--- src/hw/rtl/bis_pkg.sv ---
// Shared types, constants and codes for the bicubic image scaler.
// No dependencies; every other file imports this package.
package bis_pkg;

  localparam int DEF_MAX_WIDTH  = 128;
  localparam int DEF_MAX_HEIGHT = 128;
  localparam int DEF_CHANNELS   = 3;

  localparam int IDX_W  = 10;
  localparam int AW_MAX = 20;
  localparam int POS_W  = 18;
  localparam int T_BITS = 12;
  localparam int P_W    = 20;
  localparam int C_W    = 24;
  localparam int ACC_W  = 64;
  localparam int RES_SHIFT = 3 * T_BITS + 1;

  localparam logic KIND_LOAD    = 1'b0;
  localparam logic KIND_COMPUTE = 1'b1;

  localparam logic [1:0] REG_SRC_WIDTH  = 2'd0;
  localparam logic [1:0] REG_SRC_HEIGHT = 2'd1;
  localparam logic [1:0] REG_X_STEP     = 2'd2;
  localparam logic [1:0] REG_Y_STEP     = 2'd3;

  localparam logic [1:0] HS_COEF = 2'd0;
  localparam logic [1:0] HS_MUL1 = 2'd1;
  localparam logic [1:0] HS_MUL2 = 2'd2;
  localparam logic [1:0] HS_MUL3 = 2'd3;

  typedef struct packed {
    logic              kind;
    logic [IDX_W-1:0]  col;
    logic [IDX_W-1:0]  row;
    logic [23:0]       data;
    logic [AW_MAX-1:0] addr;
    logic [POS_W-1:0]  ix0;
    logic [T_BITS-1:0] tx;
    logic [POS_W-1:0]  iy0;
    logic [T_BITS-1:0] ty;
    logic [IDX_W-1:0]  xlast;
    logic [IDX_W-1:0]  ylast;
  } cmd_t;

  typedef struct packed {
    logic       en;
    logic [1:0] step;
  } herm_ctl_t;

endpackage

--- src/hw/rtl/bis_queue.sv ---
// Four-entry command queue between front and back end.
// Depends on bis_pkg for the command type.
module bis_queue (
  input  logic          clk,
  input  logic          rst,
  input  logic          wr,
  input  bis_pkg::cmd_t wdata,
  output logic          q_full,
  input  logic          rd,
  output logic          q_empty,
  output bis_pkg::cmd_t rdata
);
  import bis_pkg::*;

  cmd_t       slots [4];
  logic [1:0] wptr;
  logic [1:0] rptr;
  logic [2:0] count;

  assign q_full  = (count == 3'd4);
  assign q_empty = (count == 3'd0);
  assign rdata   = slots[rptr];

  always_ff @(posedge clk) begin
    if (wr) begin
      slots[wptr] <= wdata;
    end
  end

  always_ff @(posedge clk) begin
    if (rst) begin
      wptr  <= 2'd0;
      rptr  <= 2'd0;
      count <= 3'd0;
    end else begin
      if (wr) begin
        wptr <= wptr + 2'd1;
      end
      if (rd) begin
        rptr <= rptr + 2'd1;
      end
      if (wr && !rd) begin
        count <= count + 3'd1;
      end else if (rd && !wr) begin
        count <= count - 3'd1;
      end
    end
  end

  assert property (@(posedge clk) disable iff (rst) rd |-> !q_empty)
    else $error("queue read while empty");
  assert property (@(posedge clk) disable iff (rst) wr |-> !q_full)
    else $error("queue write while full");
  assert property (@(posedge clk) disable iff (rst)
    (wr && !rd) |=> (count == $past(count) + 3'd1))
    else $error("queue count lost a write");

endmodule

--- config.mk ---
export PLATFORM = sky130hd
export DESIGN_NAME = bis_queue
export DESIGN_NICKNAME = d
export VERILOG_FILES = /design/src/hw/rtl/bis_pkg.sv /design/src/hw/rtl/bis_queue.sv
export SDC_FILE = /design/constraint.sdc
export NUM_CORES = 1
export LEC_CHECK = 0
export ABC_CLOCK_PERIOD_IN_PS = 9700
export BUFFER_PORTS_ARGS = -buffer_cell sky130_fd_sc_hd__buf_2
export CAP_MARGIN = 40
export CELL_PAD_IN_SITES_DETAIL_PLACEMENT = 0
export CELL_PAD_IN_SITES_GLOBAL_PLACEMENT = 1
export CORE_MARGIN = 5
export CORE_UTILIZATION = 54
export CTS_CLUSTER_SIZE = 10
export DETAILED_ROUTE_END_ITERATION = 7
export GPL_ROUTABILITY_DRIVEN = 1
export PLACE_DENSITY_LB_ADDON = 0.1
export SETUP_SLACK_MARGIN = 0.1
export SLEW_MARGIN = 10
export SYNTH_ARGS = -nofsm -noshare
export SYNTH_HDL_FRONTEND = slang
export SYNTH_SLANG_ARGS = --single-unit
--- constraint.sdc ---
create_clock -name clk -period 9.7 [get_ports clk]
set_input_delay 2.425 -clock clk [delete_from_list [all_inputs] [get_ports clk]]
set_output_delay 2.425 -clock clk [all_outputs]
set_load 0.03 [all_outputs]
==> impl_metrics.tcl <==
set metrics [dict create \
    cts_setup_buffers 0 \
    routed_via_density 5.60 \
    yosysTopAreaCellShare_pct 81.7 \
    powerDensity_nw_per_um2 229 \
    clock_latency_ps 560 \
    io_buffers 295 \
    syn_area_um2 21300 \
    grtUsageTotal_pct 19.0 \
    num_rows 72 \
    min_period_over_period_pct 54.6 \
    place_congestion 0.725 \
    tightest_slew_ps 833 \
    ir_drop_uv 162 \
    grt_start_max_net_pins 83 \
    hold_class "reg -> reg" \
    postRouteAntennaNets 0 \
    overflow 0 \
    start_util_pct 54.9 \
    antenna_found_initial 11 \
    rsz0062_at_grt "no" \
    synth_top_area_cell "edfxtp_1" \
    finalSetupTns_ps 0 \
    crit_path_max_fanout 82 \
    path_class "reg -> out" \
    slew_violations 0 \
    synth_cells 801 \
    pin_count 296 \
    synthToLayoutAreaGrowth_pct 19.0 \
    dieArea_um2 43600 \
    hold_viol 0 \
    routed_wl_mm 41.3 \
    post_drt_wl_per_cell_um 24.5 \
    maxCapViolations 0 \
    cp.arrival_ps 2870 \
    synth_cell_types 21 \
    h-tree-depth 3 \
    yosys_warnings 0 \
    clockRootBuffer "clkbuf_16" \
    avgSynthCellArea_um2 26.6 \
    cts-resized-gates 0 \
    clockBufferDepth 3 \
    min_period_ps 5290 \
    die_w_um 209 \
    dp_slack_ps 4900 \
    max_slew_margin_pct 44.5 \
    fmax_mhz 189 \
    end_kind "output pin" \
    grt_pass1_wl_mm 62.3 \
    cts-buffers-inserted 68 \
    drt_iter0_drc 532 \
    hold_buffers 0 \
    fillers 2562 \
    cts_num_sinks 589 \
    cts_tree "built" \
    grt_pass1_vias 10100 \
    synth_seq_area_share_pct 82.5 \
    synth_seq_cells 589 \
    synth_fp_nets 956 \
    firstDrtPassIters 5 \
    p_leak_nw 8.52 \
    route.detailed.drc 0 \
    crit_required_ps 7280 \
    die_y_um 209 \
    path_clk_slew_ps 60 \
    finalWorstSetupSlack_ps 4410 \
    hpwl_mm 25.7 \
    core-area_um2 38800 \
    vias 9427 \
    drive_above_1_share_pct 46.3 \
    yosys-top-cells-area "edfxtp_1 82%, mux4_2 15%, dfxtp_1 0.85%" \
    final_nets 1306 \
    finClkSkew_ps 8.55 \
    crit_path_start_kind "register" \
    outcome "finished, final reports clean" \
    setup_viol 0 \
]
[area by class of cell]
class	instances	area, um2	share of cell area, %
Clock buffer	80	1850	7.31
Multi-Input combinational cell	175	3510	13.8
Antenna cell	4	10.0	0.0395
Sequential cell	589	17600	69.4
Timing Repair Buffer	313	1730	6.82
Inverter	4	15.0	0.0592
Tap cell	518	648	2.56
[metrics by stage]
stage | hold WS [ps] | utilization (%) | std cells | total power, mW | area [um2]
4_1_cts | 505 | 65.3 | 1679 | 5.90 | 25400
5_1_grt | 551 | 65.3 | 1679 | 6.05 | 25400
3_3_place_gp | 476 | 60.1 | 1593 | 3.69 | 23400
2_1_floorplan | 466 | - | 801 | 3.48 | 21300
3_5_place_dp | 497 | 60.5 | 1599 | 3.70 | 23500
6_report | 504 | 65.3 | 1683 | 5.82 | 25400
[flip-flops by register name, summed over array words and instances (netlist names), named ones only]
signal  cells
slots     580
rptr        2
count       3
wptr        2
[critical path, cell delays in order (launching register included)]
cell	delay, ps
dfxtp_4	800
buf_12	580
mux4_2	620
buf_2	200
[where the power goes]
group | total [mW] | leakage (nW) | switching, mW | internal (mW)
Clock | 2.18 | 0.908 | 0.860 | 1.32
Sequential | 2.97 | 5.40 | 0.0402 | 2.93
Combinational | 0.667 | 2.21 | 0.428 | 0.239
Total | 5.82 | 8.52 | 1.33 | 4.49
[cells by family (layout without fill, tap and decap cells)]
group	count (synthesis)	count (layout)	synth area share (%)
AO/OA/AOI/OAI	2	2	0.0469
adder cells (fa/ha/maj)	6	6	0.387
AND/OR/NAND/NOR	15	15	0.346
other	0	4	0
XOR/XNOR	5	5	0.205
buffers and inverters	37	397	1.06
multiplexers	147	147	15.4
flip-flops	589	589	82.5
[synth_stat cells]
cell      number
edfxtp_1     580
mux4_2       145
buf_2         16
dfxtp_1        9
buf_6          7
nor2_1         7
clkbuf_1       6
ha_1           5
and2_1         4
buf_4          4
inv_1          4
xor2_1         3
mux2i_1        2
xnor2_1        2
a21oi_1        1
fa_1           1
nand2_1        1
nor3_1         1
nor3b_1        1
o21ai_0        1
or3_1          1
[metal layers]
| metal | track usage, % | routed length [um] |
|---|---|---|
| met2 | 29.7 | 20200 |
| met1 | 25.5 | 16500 |
| met4 | 5.58 | 886 |
| met5 | 0 | 118 |
| met3 | 7.11 | 3530 |
[cell usage in the layout, fill, tap and decap left out]
cell type,synthesis,routed
dfxtp_4,0,2
buf_2,16,295
clkbuf_16,0,73
xor2_1,3,3
buf_4,4,11
nand2_1,1,1
mux2i_1,2,2
inv_1,4,4
nor2_1,7,7
o21ai_0,1,1
nor3_1,1,1
nor3b_1,1,1
dfxtp_1,9,7
ha_1,5,5
edfxtp_1,580,580
and2_4,0,4
diode_2,0,4
a21oi_1,1,1
clkbuf_1,6,7
xnor2_1,2,2
buf_16,0,4
or3_1,1,1
fa_1,1,1
mux4_2,145,145
buf_12,0,3
[worst paths after layout]
path	from	endpoint	slack, ps	depth (start not counted)
min reg2reg	count[2]	count[2]	500	2
max reg2reg	wptr[0]	slots[1][74]	7370	4
max	register	rdata[18]	4410	3
min	count[2]	count[2]	500	2
No activity file was read; power rests on OpenSTA's default activity.
