## config.mk

```make
export PLATFORM = sky130hd
export DESIGN_NAME = bis_front
export DESIGN_NICKNAME = d
export VERILOG_FILES = /design/src/hw/rtl/bis_pkg.sv /design/src/hw/rtl/bis_front.sv
export SDC_FILE = /design/constraint.sdc
export NUM_CORES = 1
export LEC_CHECK = 0
export ABC_AREA = 1
export BUFFER_PORTS_ARGS = -buffer_cell sky130_fd_sc_hd__buf_4
export CAP_MARGIN = 20
export CELL_PAD_IN_SITES_DETAIL_PLACEMENT = 1
export CELL_PAD_IN_SITES_GLOBAL_PLACEMENT = 1
export CORE_MARGIN = 2
export CORE_UTILIZATION = 47
export DETAILED_ROUTE_END_ITERATION = 6
export PLACE_DENSITY_LB_ADDON = 0.1
export SETUP_SLACK_MARGIN = 0.4
export SYNTH_ARGS = -nofsm -noshare
export SYNTH_HDL_FRONTEND = slang
export SYNTH_SLANG_ARGS = --single-unit
```

## constraint.sdc

```tcl
create_clock -name vclk -period 16
set_input_delay 3.2 -clock vclk [all_inputs]
set_output_delay 3.2 -clock vclk [all_outputs]
set_load 0.01 [all_outputs]
```

## src/hw/rtl/bis_pkg.sv

```systemverilog
// Shared types, constants and codes for the bicubic image scaler.
// No dependencies; every other file imports this package.
package bis_pkg;

  localparam int DEF_MAX_WIDTH  = 128;
  localparam int DEF_MAX_HEIGHT = 128;
  localparam int DEF_CHANNELS   = 3;

  localparam int IDX_W  = 10;
  localparam int AW_MAX = 20;
  localparam int POS_W  = 18;
  localparam int T_BITS = 12;
  localparam int P_W    = 20;
  localparam int C_W    = 24;
  localparam int ACC_W  = 64;
  localparam int RES_SHIFT = 3 * T_BITS + 1;

  localparam logic KIND_LOAD    = 1'b0;
  localparam logic KIND_COMPUTE = 1'b1;

  localparam logic [1:0] REG_SRC_WIDTH  = 2'd0;
  localparam logic [1:0] REG_SRC_HEIGHT = 2'd1;
  localparam logic [1:0] REG_X_STEP     = 2'd2;
  localparam logic [1:0] REG_Y_STEP     = 2'd3;

  localparam logic [1:0] HS_COEF = 2'd0;
  localparam logic [1:0] HS_MUL1 = 2'd1;
  localparam logic [1:0] HS_MUL2 = 2'd2;
  localparam logic [1:0] HS_MUL3 = 2'd3;

  typedef struct packed {
    logic              kind;
    logic [IDX_W-1:0]  col;
    logic [IDX_W-1:0]  row;
    logic [23:0]       data;
    logic [AW_MAX-1:0] addr;
    logic [POS_W-1:0]  ix0;
    logic [T_BITS-1:0] tx;
    logic [POS_W-1:0]  iy0;
    logic [T_BITS-1:0] ty;
    logic [IDX_W-1:0]  xlast;
    logic [IDX_W-1:0]  ylast;
  } cmd_t;

  typedef struct packed {
    logic       en;
    logic [1:0] step;
  } herm_ctl_t;

endpackage

```

## src/hw/rtl/bis_front.sv

```systemverilog
// Front end: accepts items, drops out-of-range loads, computes positions.
// Depends on bis_pkg; feeds bis_queue.
module bis_front #(
  parameter int MAX_WIDTH  = bis_pkg::DEF_MAX_WIDTH,
  parameter int MAX_HEIGHT = bis_pkg::DEF_MAX_HEIGHT
) (
  input  logic                      push,
  output logic                      full,
  input  logic                      kind,
  input  logic [9:0]                col,
  input  logic [9:0]                row,
  input  logic [7:0]                in_ch0,
  input  logic [7:0]                in_ch1,
  input  logic [7:0]                in_ch2,
  input  logic [7:0]                src_width,
  input  logic [7:0]                src_height,
  input  logic [23:0]               x_step,
  input  logic [23:0]               y_step,
  input  logic                      q_full,
  output logic                      q_push,
  output bis_pkg::cmd_t             q_data
);
  import bis_pkg::*;

  logic [33:0] px;
  logic [33:0] py;
  logic [10:0] wlim;
  logic [10:0] hlim;
  logic        in_range;

  always_comb begin
    if (src_width == 8'd0) begin
      wlim = 11'd1;
    end else if (11'(src_width) > 11'(MAX_WIDTH)) begin
      wlim = 11'(MAX_WIDTH);
    end else begin
      wlim = 11'(src_width);
    end
    if (src_height == 8'd0) begin
      hlim = 11'd1;
    end else if (11'(src_height) > 11'(MAX_HEIGHT)) begin
      hlim = 11'(MAX_HEIGHT);
    end else begin
      hlim = 11'(src_height);
    end
  end

  assign px = 34'(x_step) * 34'(col);
  assign py = 34'(y_step) * 34'(row);
  assign in_range = (11'(col) < 11'(MAX_WIDTH)) && (11'(row) < 11'(MAX_HEIGHT));

  assign full   = q_full;
  assign q_push = push && !q_full && ((kind == KIND_COMPUTE) || in_range);

  always_comb begin
    q_data.kind  = kind;
    q_data.col   = col;
    q_data.row   = row;
    q_data.data  = {in_ch2, in_ch1, in_ch0};
    q_data.addr  = AW_MAX'(AW_MAX'(row) * AW_MAX'(MAX_WIDTH) + AW_MAX'(col));
    q_data.ix0   = px[33:16];
    q_data.tx    = px[15:4];
    q_data.iy0   = py[33:16];
    q_data.ty    = py[15:4];
    q_data.xlast = 10'(wlim - 11'd1);
    q_data.ylast = 10'(hlim - 11'd1);
  end

endmodule

```

==> out/qor_table.md, run 1 <==
| Quantity | Value |
| --- | --- |
| Run status | finished, final reports clean |
| Data arrival at the endpoint of the critical path | 8.08 ns |
| Port Buffers | 204 |
| DIE WIDTH | 196.1 um |
| Unique cell type count in the Yosys netlist | 32 |
| Layout cells sized above 1 | 0.08343 |
| Post-Place Worst Slack | 4.755 ns |
| Leading cell type by number of instances after synthesis | sky130_fd_sc_hd__nand2_1 |
| Antenna-violating nets left | 0 |
| Total of hold buffers inserted after clock tree synthesis | 0 |
| Post-route minimum period | 11.28 ns |
| Worst Setup Path Type | in2out |
| Setup repair after global routing missed its margin | no |
| Die area | 38,460 um^2 |
| Routed vias | 15,720 |
| Type of the worst min-delay path | in2out |
| Number of antenna violations at the first check in global routing | 0 |
| Final Max Tran Viols | 0 |
| Largest net degree at the start of global routing | 30 |
| Top cell types by occurrence after synthesis | sky130_fd_sc_hd__nand2_1, sky130_fd_sc_hd__inv_1, sky130_fd_sc_hd__fa_1 |
| TNS Setup | 0 ns |
| Number of vias per cell | 5.101 |
| Starting density of the core | 0.4760 |
| I/O pins | 258 |
| Crit path launch type | primary input |
| Post-CTS setup-driven buffer insertion count | 0 |
| Post-Synthesis Mean Instance Area | 6.772 um^2 |
| Max frequency | 88.65 MHz |
| Sequential standard cell area | 0 um^2 |
| Number of iterations in the first detailed-routing pass | 5 |
| FP Rows | 70 |
| Post-Syn Area | 17,340 um^2 |
| Count of endpoints failing setup in the final report | 0 |
| Share of the yosys chip area belonging to registers | 0 |
| Wire per inst | 17.50 um |
| Syn Inst Count | 2,561 |
| CLK BUF | 0 |
| Final number of hold-violating endpoints | 0 |
| Ratio of final minimum period to clock period | 0.7050 |
| Worst hold path startpoint | in_ch0[2] |
| Num sequential | 0 |
| Multi-input logic area | 13,840 um^2 |
| Required time at the worst-slack endpoint | 12.80 ns |
| Diode count | 0 |
| Area share of the largest cell type after synthesis | 0.4005 |
| Area delta synth->final | 7.560% |
| Initial DRC Count | 800 |
| Area of the core | 36,430 um^2 |
| DRC violations left | 0 |
| Gpl congestion | 0.8949 |
| Post-route setup slack | 4.719 ns |
| Worst-case hold slack | 6.400 ns |
| Die H | 196.1 um |
| Total global routing overflow | 0 |
| Overall routing resource usage | 0.2913 |
| Half-perimeter wire length of the detailed placement result | 46.63 mm |
| CP endpoint kind | primary output |
| Hold Path Sink | q_data[102] |
| Top cell type by total area after synthesis | sky130_fd_sc_hd__fa_1 |
| Resized cells post-CTS | 0 |
| Number of nets in the finished design | 3,212 |
| First-pass GRT wire length | 90.02 mm |
| Max-cap viol count | 0 |
| Final routed wirelength across all metal layers | 53.92 mm |
| Number of inserted filler cells in the final layout | 4,961 |
| Biggest area contributors in the synthesized netlist | sky130_fd_sc_hd__fa_1, sky130_fd_sc_hd__nand2_1, sky130_fd_sc_hd__inv_1, sky130_fd_sc_hd__ha_1, sky130_fd_sc_hd__buf_4 |
| Number of global-route vias before repair | 17,070 |
| Critical path fanouts, max | 26 |
| Worst hold path depth | 0 |
| Warnings, synthesis | 0 |
==> worst max-delay path by stage <==
| stage | start | to | slack [ns] |
|---|---|---|---|
| global route | col[1] | q_data[65] | 4.48 |
| finish | row[1] | q_data[35] | 4.72 |
| CTS | row[1] | q_data[35] | 4.73 |
| floorplan | row[3] | q_data[35] | 5.25 |
| detailed placement | row[1] | q_data[35] | 4.76 |
| global placement | row[1] | q_data[35] | 4.78 |
==> metrics by stage <==
| step | area [um^2] | instances | utilization |
|---|---|---|---|
| 3_3_place_gp | 18660 | 3081 | 0.5120 |
| 6_report | 18660 | 3081 | 0.5120 |
| 2_1_floorplan | 17360 | 2566 | - |
| 3_5_place_dp | 18660 | 3081 | 0.5120 |
| 4_1_cts | 18660 | 3081 | 0.5120 |
| 5_1_grt | 18660 | 3081 | 0.5120 |
==> area by class of cell <==
class / instances / area share
tap: 468 / 0.03139
inverter: 718 / 0.1445
timing repair buffer: 204 / 0.08209
multi-input combinational: 1691 / 0.7421
==> worst max-delay path: stages <==
cell and delay (ns):
sky130_fd_sc_hd__buf_4 0.28, sky130_fd_sc_hd__nand2_1 0.13, sky130_fd_sc_hd__fa_1 0.55, sky130_fd_sc_hd__inv_1 0.06
sky130_fd_sc_hd__fa_1 0.49, sky130_fd_sc_hd__fa_1 0.51, sky130_fd_sc_hd__fa_1 0.51, sky130_fd_sc_hd__inv_1 0.06
sky130_fd_sc_hd__fa_1 0.51, sky130_fd_sc_hd__inv_1 0.06, sky130_fd_sc_hd__ha_1 0.45, sky130_fd_sc_hd__nand2_1 0.15
sky130_fd_sc_hd__nor2_1 0.21, sky130_fd_sc_hd__inv_1 0.09, sky130_fd_sc_hd__nor2_1 0.18, sky130_fd_sc_hd__nand4_1 0.13
sky130_fd_sc_hd__nand3_1 0.12, sky130_fd_sc_hd__xor2_1 0.22, sky130_fd_sc_hd__buf_4 0.17
==> cell families after synthesis <==
| family | count (synthesis) | share of synthesized area |
|---|---|---|
| fa+ha+maj | 486 | 0.5008 |
| simple gates | 1020 | 0.2304 |
| compound gates | 129 | 0.04040 |
| buf+inv | 875 | 0.2029 |
| other cells | 1 | 0.0002162 |
| xor+xnor | 50 | 0.02525 |
==> routing by layer <==
metal  wire [um]  vias up  GRT usage
met5           0        -          0
met4         314        0    0.02132
met3        3767       27    0.03215
met2       23320      471     0.4498
met1       26510     7920     0.4570
li1            -     7299          -
==> cell usage in the layout, fill, tap and decap left out, types with 2 or more instances in the layout <==
master / Yosys / routed
sky130_fd_sc_hd__nor4_1: 3 / 3
sky130_fd_sc_hd__nand2_1: 807 / 807
sky130_fd_sc_hd__nor3_1: 25 / 25
sky130_fd_sc_hd__inv_1: 717 / 717
sky130_fd_sc_hd__buf_4: 62 / 204
sky130_fd_sc_hd__o21a_1: 3 / 3
sky130_fd_sc_hd__nand3_1: 59 / 59
sky130_fd_sc_hd__o21ai_1: 3 / 3
sky130_fd_sc_hd__and2_1: 2 / 2
sky130_fd_sc_hd__nand4_1: 4 / 4
sky130_fd_sc_hd__a21o_1: 8 / 8
sky130_fd_sc_hd__o21bai_1: 8 / 8
sky130_fd_sc_hd__nor2_2: 2 / 2
sky130_fd_sc_hd__xnor2_1: 8 / 8
sky130_fd_sc_hd__nand2_2: 9 / 9
sky130_fd_sc_hd__o21ai_0: 33 / 33
sky130_fd_sc_hd__fa_1: 347 / 347
sky130_fd_sc_hd__conb_1: 1 / 6
sky130_fd_sc_hd__nor2_1: 106 / 106
sky130_fd_sc_hd__ha_1: 139 / 139
sky130_fd_sc_hd__xor2_1: 42 / 42
sky130_fd_sc_hd__a21oi_1: 71 / 71
Power of run 1 is left out: the tool's default activity adds up to more than one toggle a clock period on the data nets, which glitch-free logic cannot reach.
==> run 2, diff against run 1 <==
--- a/config.mk
+++ b/config.mk
@@ -5,13 +5,13 @@
 export SDC_FILE = /design/constraint.sdc
 export NUM_CORES = 1
 export LEC_CHECK = 0
-export ABC_AREA = 1
+export ABC_AREA = 0
 export BUFFER_PORTS_ARGS = -buffer_cell sky130_fd_sc_hd__buf_4
 export CAP_MARGIN = 20
 export CELL_PAD_IN_SITES_DETAIL_PLACEMENT = 1
 export CELL_PAD_IN_SITES_GLOBAL_PLACEMENT = 1
 export CORE_MARGIN = 2
-export CORE_UTILIZATION = 47
+export CORE_UTILIZATION = 45
 export DETAILED_ROUTE_END_ITERATION = 6
 export PLACE_DENSITY_LB_ADDON = 0.1
 export SETUP_SLACK_MARGIN = 0.4
==> constraint.sdc (replaced) <==
create_clock -name vclk -period 11.1
set_input_delay 2.22 -clock vclk [all_inputs]
set_output_delay 2.22 -clock vclk [all_outputs]
set_load 0.01 [all_outputs]
==> out/qor_table.md, run 2 <==
| Quantity | Value | vs previous |
| --- | --- | --- |
| Leading cell type by number of instances after synthesis | sky130_fd_sc_hd__inv_1 |  |
| Number of nets in the finished design | 2,551 | -21% |
| Final number of hold-violating endpoints | 0 | unchanged |
| Overall routing resource usage | 0.2454 | -0.04598 |
| Final Max Tran Viols | 0 | unchanged |
| Routed vias | 12,720 | -19% |
| I/O pins | 258 | unchanged |
| Syn Inst Count | 1,893 | -26% |
| Unique cell type count in the Yosys netlist | 58 | +81% |
| Number of inserted filler cells in the final layout | 4,169 | -16% |
| FP Rows | 68 | -2.9% |
| Max IR drop VDD | 0.0003582 V |  |
| Crit path launch type | primary input |  |
| Half-perimeter wire length of the detailed placement result | 35.45 mm | -24% |
| Commonest cells after routing, fill and taps aside | sky130_fd_sc_hd__inv_1, sky130_fd_sc_hd__fa_1, sky130_fd_sc_hd__nand2_1 |  |
| Largest stage delay on the critical path | 0.54 ns | about the same |
| CP endpoint kind | primary output |  |
| Setup repair after global routing missed its margin | no |  |
| Most common cell after layout, fill and taps aside | sky130_fd_sc_hd__inv_1 |  |
| Worst-case headroom to the max-slew limit | 0.5821 |  |
| Biggest area contributors in the synthesized netlist | sky130_fd_sc_hd__fa_1, sky130_fd_sc_hd__ha_1, sky130_fd_sc_hd__and2_1, sky130_fd_sc_hd__inv_1, sky130_fd_sc_hd__nand2_1 |  |
| Port Buffers | 204 | unchanged |
| Critical path fanouts, max | 26 | unchanged |
| Largest delay share family, worst path | adder cells |  |
| DRC violations left | 0 | unchanged |
| Number of global-route vias before repair | 14,560 | -15% |
| DIE WIDTH | 191.8 um | -2.2% |
| Max frequency | 100.5 MHz |  |
| Post-Syn Area | 15,870 um^2 | -8.5% |
| Post-route minimum period | 9.952 ns |  |
| Gpl congestion | 0.8476 | -5.3% |
| Max-cap viol count | 0 | unchanged |
| TNS Setup | 0 ns | unchanged |
| Share of the yosys chip area belonging to registers | 0 | unchanged |
| Sequential standard cell area | 0 um^2 | unchanged |
| Post-Synthesis Mean Instance Area | 8.383 um^2 | +24% |
| CP max-delay cell | sky130_fd_sc_hd__fa_1 |  |
| Tightest Pin Transition | 0.6203 ns |  |
| Warnings, synthesis | 0 | unchanged |
| Post-CTS setup-driven buffer insertion count | 0 | unchanged |
| Area of the core | 34,630 um^2 | -5.0% |
| Final routed wirelength across all metal layers | 42.65 mm | -21% |
| Area share of the largest cell type after synthesis | 0.4378 | +0.03723 |
| Antenna-violating nets left | 0 | unchanged |
| First-pass GRT wire length | 72.64 mm | -19% |
| Top cell types by occurrence after synthesis | sky130_fd_sc_hd__inv_1, sky130_fd_sc_hd__fa_1, sky130_fd_sc_hd__nand2_1 |  |
| Buffers and inverters on the worst path | 5 | -1 |
| Count of endpoints failing setup in the final report | 0 | unchanged |
| Wire per inst | 17.72 um | +1.2% |
| Die area | 36,780 um^2 | -4.3% |
| Data arrival at the endpoint of the critical path | 7.73 ns | -0.35 ns |
| Worst-path cell chain | buf_4, nand2_1, fa_1, inv_1, fa_1, fa_1, fa_1, inv_1, fa_1, inv_1, ha_1, a21oi_1, o21ai_0, nor4_1, o31ai_1, a31oi_1, o21ai_1, a221oi_1, xnor2_1, buf_4 |  |
| Worst Setup Path Type | in2out |  |
| Power density of the placed cells | 357.9 nW/um^2 |  |
| Most Frequent Cell on Critical Path | sky130_fd_sc_hd__fa_1 |  |
| Starting density of the core | 0.4583 | -0.01776 |
| Run status | finished, final reports clean |  |
| Die H | 191.8 um | -2.2% |
| Total global routing overflow | 0 | unchanged |
| Area delta synth->final | 8.397% |  |
| Number of antenna violations at the first check in global routing | 0 | unchanged |
| Utilization after layout | 0.4967 | -0.01527 |
| Largest net degree at the start of global routing | 30 | unchanged |
| Initial DRC Count | 345 | -57% |
| Number of vias per cell | 5.284 | +3.6% |
| Num sequential | 0 | unchanged |
| Resized cells post-CTS | 0 | unchanged |
| Total of hold buffers inserted after clock tree synthesis | 0 | unchanged |
| Ratio of final minimum period to clock period | 0.8965 |  |
| Type of the worst min-delay path | in2out |  |
| Required time at the worst-slack endpoint | 8.88 ns | -3.92 ns |
| Diode count | 0 | unchanged |
| Static leakage | 9.103 nW |  |
| CLK BUF | 0 | unchanged |
| Top cell type by total area after synthesis | sky130_fd_sc_hd__fa_1 |  |
| Number of iterations in the first detailed-routing pass | 4 | -1 |
| Layout cells sized above 1 | 0.1148 | +0.03133 |
-- run 2: cells by family (layout without fill, tap and decap cells) --
kind of cell / count (synthesis) / after routing / synth area share
simple gates: 644 / 644 / 0.2024
buf+inv: 508 / 562 / 0.1343
fa+ha+maj: 486 / 486 / 0.5473
compound gates: 181 / 181 / 0.07546
xor+xnor: 73 / 73 / 0.04029
other cells: 1 / 6 / 0.0002363
-- run 2: area by class of cell --
type	count	area, um^2	share of cell area
multi-input cells	1390	13760	0.7998
inverters	358	1344	0.07812
well taps	455	569.3	0.03310
repair buffers	204	1531	0.08903
-- run 2: per-layer routing --
| layer | part of all wire | up-vias | wire [um] | global-route usage |
|---|---|---|---|---|
| li1 | - | 5767 | - | - |
| met3 | 0.034 | 47 | 1444 | 0.01242 |
| met2 | 0.52 | 232 | 22050 | 0.4550 |
| met5 | 0 | - | 0 | 0 |
| met1 | 0.44 | 6673 | 18620 | 0.3243 |
| met4 | 0.012 | 0 | 527 | 0.03047 |
-- run 2: final timing paths --
kind | startpoint | end | cells past startpoint
worst max-delay path | row[1] | q_data[49] | 20
worst min-delay path | in_ch2[0] | q_data[116] | 0
-- run 2: where the power goes --
part	switching, mW	internal (mW)
Clock	0	0
Sequential	0	0
Combinational	3.37	2.78
-- run 2: through the flow --
stage	power, mW	hold slack, ns	worst slack (ns)	instances	area, um^2
floorplan	4.030	4.490	1.591	1898	15890
global placement	6.105	4.440	1.206	2407	17200
detailed placement	6.217	4.440	1.154	2407	17200
CTS	6.250	4.440	1.122	2407	17200
global route	6.930	4.440	0.6528	2407	17200
finish	6.156	4.440	1.148	2407	17200
No activity file was read; power rests on OpenSTA's default activity.
